--- src/rtl/tcc_pkg.sv ---
`default_nettype none
package tcc_pkg;

   localparam int COLUMNS = 80;
   localparam int ROWS    = 25;
   localparam int CELLS   = COLUMNS * ROWS;
   localparam int ADDR_W  = $clog2(CELLS);
   localparam int COL_W   = 7;
   localparam int ROW_W   = 5;
   localparam int CELL_W  = 16;

   localparam logic [COL_W-1:0]  LAST_COL = COL_W'(COLUMNS - 1);
   localparam logic [ROW_W-1:0]  LAST_ROW = ROW_W'(ROWS - 1);
   localparam logic [ADDR_W-1:0] CELL_END = ADDR_W'(CELLS);

   localparam logic [2:0] CMD_PUT    = 3'd0;
   localparam logic [2:0] CMD_CLEAR  = 3'd1;
   localparam logic [2:0] CMD_MOVE   = 3'd2;
   localparam logic [2:0] CMD_SCROLL = 3'd3;
   localparam logic [2:0] CMD_READ   = 3'd4;

   localparam logic [7:0] CH_NEWLINE   = 8'd10;
   localparam logic [7:0] CH_TAB       = 8'd9;
   localparam logic [7:0] CH_BACKSPACE = 8'd8;
   localparam logic [7:0] CH_SPACE     = 8'd32;

   localparam logic [7:0] REG_BACKGROUND = 8'd0;
   localparam logic [7:0] REG_TEXT       = 8'd1;

   typedef enum logic [3:0] {
      K_PUTC, K_NEWLINE, K_TAB, K_BKSP, K_CLEAR, K_MOVE, K_SCROLL, K_READ, K_NOP
   } kind_type;

   typedef struct packed {
      kind_type         kind;
      logic [7:0]       char_code;
      logic [COL_W-1:0] x;
      logic [ROW_W-1:0] y;
      logic [ROW_W-1:0] lines;
   } op_type;

   function automatic logic [ADDR_W-1:0] addr_of(input logic [ROW_W-1:0] row,
                                                 input logic [COL_W-1:0] col);
      addr_of = ADDR_W'(row * COLUMNS) + ADDR_W'(col);
   endfunction

endpackage
`default_nettype wire

--- src/rtl/tcc_front.sv ---
`default_nettype none
module tcc_front (
   input  wire logic            clock,
   input  wire logic            reset,
   input  wire logic            in_valid,
   output logic                 in_ready,
   input  wire logic [2:0]      command,
   input  wire logic [7:0]      char_code,
   input  wire logic [6:0]      target_x,
   input  wire logic [4:0]      target_y,
   input  wire logic [4:0]      scroll_lines,
   output logic                 q_valid,
   output tcc_pkg::op_type      q_op,
   input  wire logic            q_pop
);
   tcc_pkg::op_type slot_ff [2];
   logic            wp_ff, wp_in, rp_ff, rp_in;
   logic [1:0]      count_ff, count_in;
   tcc_pkg::op_type op;
   logic            push;

   always_comb begin
      op.char_code = char_code;
      op.x = (target_x > tcc_pkg::LAST_COL) ? tcc_pkg::LAST_COL : target_x;
      op.y = (target_y > tcc_pkg::LAST_ROW) ? tcc_pkg::LAST_ROW : target_y;
      op.lines = (scroll_lines > tcc_pkg::ROW_W'(tcc_pkg::ROWS)) ?
                 tcc_pkg::ROW_W'(tcc_pkg::ROWS) : scroll_lines;
      unique case (command)
         tcc_pkg::CMD_PUT: begin
            priority if (char_code == tcc_pkg::CH_NEWLINE) op.kind = tcc_pkg::K_NEWLINE;
            else if (char_code == tcc_pkg::CH_TAB) op.kind = tcc_pkg::K_TAB;
            else if (char_code == tcc_pkg::CH_BACKSPACE) op.kind = tcc_pkg::K_BKSP;
            else op.kind = tcc_pkg::K_PUTC;
         end
         tcc_pkg::CMD_CLEAR:  op.kind = tcc_pkg::K_CLEAR;
         tcc_pkg::CMD_MOVE:   op.kind = tcc_pkg::K_MOVE;
         tcc_pkg::CMD_SCROLL: op.kind = (scroll_lines == '0) ? tcc_pkg::K_NOP
                                                               : tcc_pkg::K_SCROLL;
         // out-of-screen reads answer zero, like an unknown command
         tcc_pkg::CMD_READ: op.kind = (target_x <= tcc_pkg::LAST_COL &&
                                       target_y <= tcc_pkg::LAST_ROW) ?
                                      tcc_pkg::K_READ : tcc_pkg::K_NOP;
         default: op.kind = tcc_pkg::K_NOP;
      endcase
   end

   assign in_ready = (count_ff != 2'd2);
   assign push     = in_valid && in_ready;
   assign q_valid  = (count_ff != 2'd0);
   assign q_op     = slot_ff[rp_ff];

   always_comb begin
      wp_in    = push ? ~wp_ff : wp_ff;
      rp_in    = q_pop ? ~rp_ff : rp_ff;
      count_in = count_ff + 2'(push) - 2'(q_pop);
   end

   always_ff @(posedge clock) begin
      if (reset) begin
         wp_ff    <= 1'b0;
         rp_ff    <= 1'b0;
         count_ff <= '0;
      end else begin
         wp_ff    <= wp_in;
         rp_ff    <= rp_in;
         count_ff <= count_in;
      end
      if (push) begin
         slot_ff[wp_ff] <= op;
      end
   end
endmodule
`default_nettype wire

--- config.mk ---
export PLATFORM = sky130hd
export DESIGN_NAME = tcc_front
export DESIGN_NICKNAME = d
export VERILOG_FILES = /design/src/rtl/tcc_pkg.sv /design/src/rtl/tcc_front.sv
export SDC_FILE = /design/constraint.sdc
export NUM_CORES = 1
export LEC_CHECK = 0
export ABC_AREA = 1
export BUFFER_PORTS_ARGS = -buffer_cell sky130_fd_sc_hd__buf_2
export CORE_MARGIN = 2
export CORE_UTILIZATION = 53
export CTS_CLUSTER_DIAMETER = 100
export DETAILED_ROUTE_END_ITERATION = 8
export PLACE_DENSITY = 0.79
export RECOVER_POWER = 50
export SLEW_MARGIN = 30
export SYNTH_ARGS = -nofsm -noshare
export SYNTH_HDL_FRONTEND = slang
export SYNTH_SLANG_ARGS = --single-unit
--- constraint.sdc ---
create_clock -name clock -period 2.9 [get_ports clock]
set_input_delay 0.145 -clock clock [delete_from_list [all_inputs] [get_ports clock]]
set_output_delay 0.145 -clock clock [all_outputs]
set_load 0.01 [all_outputs]
==> results of run 1 <==
logic make-up (layout without fill, tap and decap cells):
logic type	count (synthesis)	in the layout	share of synthesized area [%]
xor+xnor	2	2	0.657
flops	63	63	69.0
compound gates	5	5	1.17
fa+ha+maj	2	2	0.938
buf+inv	31	108	4.97
mux	29	29	13.6
simple gates	58	58	9.57
critical path, delay by kind of cell (launching register included):
family,cells,cell delay (ps)
AND/OR/NAND/NOR,3,320
flip-flops,1,330
buffers and inverters,2,740
registers in the layout, summed over array words and instances, names as in the netlist, named ones only:
register	count
slot_ff	58
count_ff	2
rp_ff	1
wp_ff	1
report_power, final:
part | switching (W) | internal, W
clock network | 0.000308 | 0.000472
registers | 0.0000209 | 0.00110
logic | 0.000197 | 0.000161
routing by layer:
metal | vias to the layer above | global-route usage [%] | wire, um
met1 | 746 | 21.6 | 1940
met5 | - | 0 | 0
met4 | 0 | 7.14 | 88
li1 | 805 | - | -
met2 | 65 | 27.6 | 2020
met3 | 9 | 7.10 | 335
metrics by stage:
step,setup slack [ps],total power [W],cells,area [um2]
global route,926,0.00237,334,3250
CTS,1150,0.00229,334,3280
detailed placement,1330,0.00151,316,3060
floorplan,622,0.00137,190,2670
global placement,1400,0.00150,316,3060
finish,1160,0.00226,334,3250
synthesized netlist by cell type:
master and count:
o21bai_1 1, buf_2 1, mux2_2 19, xnor2_1 2
mux2_4 10, nand2_1 19, dfxtp_1 5, ha_1 2
o21ai_2 1, inv_1 23, clkbuf_1 5, a21oi_1 2
nor3_1 1, or2_2 4, nand4_1 3, nor3b_1 1
nor2_1 21, nand3_1 6, and2_1 3, buf_6 2
o21ai_0 1, edfxtp_1 58
timing repair:
| item | 4_1_cts | 5_1_grt |
|---|---|---|
| hold buffers | 2 | 0 |
| hold endpoints to repair | 3 | 0 |
| resized for setup | 0 | 0 |
cell type report:
cell class                      instances  area, um2
Timing Repair Buffer                   69        342
Clock inverter                          6       75.1
Fill cell                             362       1540
Inverter                               23       86.3
Clock buffer                           10        128
Multi-Input combinational cell         96        692
Sequential cell                        63       1840
Tap cell                               67       83.8
path summary, 6_finish.rpt:
check / from / endpoint / slack (ps) / cells past startpoint
worst max-delay path: count_ff[0] / slot_ff[1][8] / 1160 / 5
worst min-delay path: reset / flop / 40 / 2
worst max register to register: count_ff[0] / slot_ff[1][8] / 1160 / 5
worst min register to register: rp_ff / flop / 520 / 2
==> metrics.txt, run 1 <==
most frequent cells in the layout edfxtp_1 (58), buf_2 (47), inv_1 (23); Pleak ~1.3 nW; crit-path cells inv_1 -> nand2_1 -> nand2_1 -> nor2_2 -> clkbuf_1; worst min-delay path category primary input to flop; Layout Skew approximately 5.8 ps; io pins 63; row count 25; most frequent CP cell nand2_1; WS Path Type flop to flop; clock sinks between 60 and 70; Pwr per Cell Area 696 mW/mm2; maximum VDD drop a little over 500 uV; die width 74.9 um; Syn Inst Count 190; CTS Buf Count 9; leading area contributor after synthesis edfxtp_1; clock tree buffer depth 2; pin count of the biggest net entering global routing 30; Hold Slack just over 40 ps; detail-routed net length per standard cell ~13 um; Starting Density 55.7%; GRT Total Usage 17.5%; final hold viol count 0; status completed; Arr. time, crit path between 1500 and 2000 ps; Worst-path clk slew about 60 ps; syn nets 224; H-tree levels 3; Vias 1625; remaining global-route overflow 0; Synth Cell Area about 0.0027 mm2; Skew-Pair Late Insertion Delay between 300 and 400 ps; layout cells sized above 1 between 30% and 40%; Synth cell types 22; GP Congestion between 0.7 and 0.8; share of the yosys chip area belonging to registers roughly 69%; IO Port Bufs 62; die height 74.9 um; Slew Limit Headroom about two fifths; Synth top area share between 60 and 70%; Synth warnings 0; Max Clock Freq ~0.57 GHz; Period Utilization, post-route about three fifths; Root Driver clkbuf_8; Core Region ~0.0048 mm2; Initial DRC Count between 100 and 150; CTS tree built; final worst path period need between 1500 and 2000 ps; Worst Tran Pin Value about 900 ps; Post-Syn Area per Cell approximately 14 um2; main area contributors after synthesis edfxtp_1 (65%), mux2_2 (8.0%), mux2_4 (5.6%); Max-Cap Viols 0; CP peak stage delay 680 ps; CP endpoint kind flop; RSZ-0062 raised after global routing no; First-pass DRT Iterations 4; initial antenna violation count 0; setup TNS 0 ps; total die area 0.00562 mm2; final setup vio count 0; vias in the first global route around 1600; Avg Vias per Cell between 4 and 5; hpwl dp roughly 3.0 mm; area delta synth->final 21.8%; Final Max Slew Viols 0; Nets roughly 300; antenna-violating nets left 0; commonest non-fill, non-tap cell in the layout edfxtp_1; Critical Path Start Type flop; Core Util, Final between 60 and 70%; first-pass GRT wire length about 7.0 mm; Req. time, crit path 2860 ps; Seq cells post-synth 63; final WL 4.39 mm; Worst path slowest cell clkbuf_1; Antenna diodes 0; Post-route DRC 0; post-CTS setup repair buffer count 0; Worst Path Max Fanout 16
No activity file was read; power rests on OpenSTA's default activity.
==> run 2, diff against run 1 <==
--- a/config.mk
+++ b/config.mk
@@ -8,10 +8,10 @@
 export ABC_AREA = 1
 export BUFFER_PORTS_ARGS = -buffer_cell sky130_fd_sc_hd__buf_2
 export CORE_MARGIN = 2
-export CORE_UTILIZATION = 53
+export CORE_UTILIZATION = 48
 export CTS_CLUSTER_DIAMETER = 100
 export DETAILED_ROUTE_END_ITERATION = 8
-export PLACE_DENSITY = 0.79
+export PLACE_DENSITY = 0.75
 export RECOVER_POWER = 50
 export SLEW_MARGIN = 30
 export SYNTH_ARGS = -nofsm -noshare
==> constraint.sdc (replaced) <==
create_clock -name clock -period 1.6 [get_ports clock]
set_input_delay 0.08 -clock clock [delete_from_list [all_inputs] [get_ports clock]]
set_output_delay 0.08 -clock clock [all_outputs]
set_load 0.01 [all_outputs]
==> run 2 against run 1 <==
Net effect: critical path depth rose by 4; highest routed layer unchanged; setup slack worse by 1100 ps; combinational power up 100%; largest power group unchanged; fmax grew 13%; critical path type unchanged; clock-buffer cell count unchanged; first-iteration DRC count shrank 28%; clock skew down 2.9 ps; worst hold slack got worse by 13 ps.
==> metrics.txt, run 2 (synthesized netlist as in run 1, its figures left out) <==
status completed; area delta synth->final 26.6%; hpwl dp between 2 and 3 mm; H-tree levels 3; post-CTS setup repair buffer count 0; crit-path cells inv_1 -> nand2_1 -> nand2_1 -> ha_1 -> inv_1 -> ha_2 -> xnor2_2 -> nand2_1 -> nor3b_2; Core Region approximately 0.0054 mm2; Biggest register slot_ff; CP top delay family adder cells; most frequent cells in the layout edfxtp_1 (58), buf_2 (47), inv_1 (23); Worst Path Max Fanout 3; first-pass GRT wire length roughly 6.8 mm; Final Max Slew Viols 0; Switching Share 24.3%; Pint roughly 0.0029 W; vias in the first global route between 1500 and 2000; GP Congestion ~0.76; Worst path slowest cell dfxtp_2; Antenna diodes 0; io pins 63; commonest non-fill, non-tap cell in the layout edfxtp_1; final hold viol count 0; Critical Path Start Type flop; Pwr Total roughly 0.0038 W; Root Driver clkbuf_8; Regs by FF count slot_ff (58), count_ff (2); Skew-Pair Late Insertion Delay roughly 330 ps; row count 27; Slew Limit Headroom 77.8%; Net Switching 0.000919 W; Pwr per Cell Area 1120 mW/mm2; Worst-path clk slew about 60 ps; clock sinks 63; pin count of the biggest net entering global routing 30; max FFs per register 58; PnR worst setup slack roughly 59 ps; pre-CTS setup slack 68.2 ps; Max Clock Freq ~0.65 GHz; total die area 0.00617 mm2; Arr. time, crit path 1760 ps; Nets a little over 300; die height around 80 um; clock tree buffer depth 2; layout cells sized above 1 36.1%; CP peak stage delay 330 ps; die width approximately 79 um; Post-route DRC 0; r2r startpoint count_ff[0]; IO Port Bufs between 60 and 70; Req. time, crit path around 1800 ps; initial antenna violation count 0; most frequent CP cell nand2_1; hold wc startpoint target_x[0]; Starting Density between 40 and 50%; CTS Buf Count 9; register share of total power around 54%; final setup vio count 0; Worst Tran Pin Value ~330 ps; WS Path Type flop to flop; clock share of power 27.3%; final WL ~4.4 mm; First-pass DRT Iterations 4; GRT Total Usage ~15%; Initial DRC Count 84; CP endpoint kind flop; worst min-delay path category primary input to flop; Avg Vias per Cell around 4.7; Pleak 1.38 nW; detail-routed net length per standard cell ~13 um; antenna-violating nets left 0; maximum VDD drop 668 uV; Period Utilization, post-route a little over nine tenths; Bufs and invs on worst path 2; cell count after placement 321; remaining global-route overflow 0; Max-Cap Viols 0; CTS tree built; non-filler cells, final 349; Vias between 1500 and 2000; final worst path period need approximately 1500 ps; Gate power share 18.9%; CP startpoint count_ff[0]; Layout Skew roughly 2.8 ps
==> run 2: timing repair <==
| item | 4_1_cts | 5_1_grt |
|---|---|---|
| resized for setup | 0 | 4 |
| hold buffers | 14 | 0 |
| hold endpoints to repair | 31 | 0 |
| setup endpoints to repair | 0 | 1 |
==> run 2: power groups by stage <==
stage / combinational [W] / sequential, W / clock (W)
detailed placement: 0.000701 / 0.00207 / 0
CTS: 0.000730 / 0.00204 / 0.00107
finish: 0.000716 / 0.00204 / 0.00103
global placement: 0.000685 / 0.00206 / 0
global route: 0.000783 / 0.00205 / 0.00115
floorplan: 0.000428 / 0.00206 / 0
==> run 2: per-layer routing <==
metal | GRT usage (%) | share of wire, % | up-vias
met5 | 0 | 0 | -
met4 | 10.5 | 2.4 | 0
met3 | 4.37 | 4.7 | 8
met2 | 25.2 | 52 | 42
met1 | 16.5 | 41 | 765
li1 | - | - | 820
==> run 2: area by class of cell <==
type                    count  area [um2]
inverters                  23        86.3
repair buffers             81         507
clock buffers              10         128
multi-input cells          96         707
fillers                   442        2060
well taps                  72        90.1
flip-flops and latches     63        1840
clock inverters             4        15.0
==> run 2: path summary, 6_finish.rpt <==
| path | endpoint | slack, ps | cells after the start |
|---|---|---|---|
| worst min-delay path | slot_ff[1][10] | 30 | 2 |
| worst max register to register | count_ff[1] | 60 | 9 |
| worst max-delay path | count_ff[1] | 60 | 9 |
| worst min register to register | rp_ff | 520 | 2 |
==> run 2: worst reg2reg max path, delay by kind of cell, from the launching register on <==
kind	cells	cell delay, ps
DFF	1	330
buffers and inverters	2	90
adders and majority gates	2	450
xor gates and xnor gates	1	180
and+or+nand+nor	4	390
==> run 2: through the flow <==
stage	hold WS, ps	setup TNS [ps]	utilization (%)	area [um2]
after global routing	1.76	-29.5	62.1	3380
after CTS	8.43	0	62.3	3390
after detailed placement	289	0	57.1	3110
after global placement	281	0	57.1	3110
final	27.8	0	62.1	3380
after floorplan	151	-11520	-	2670
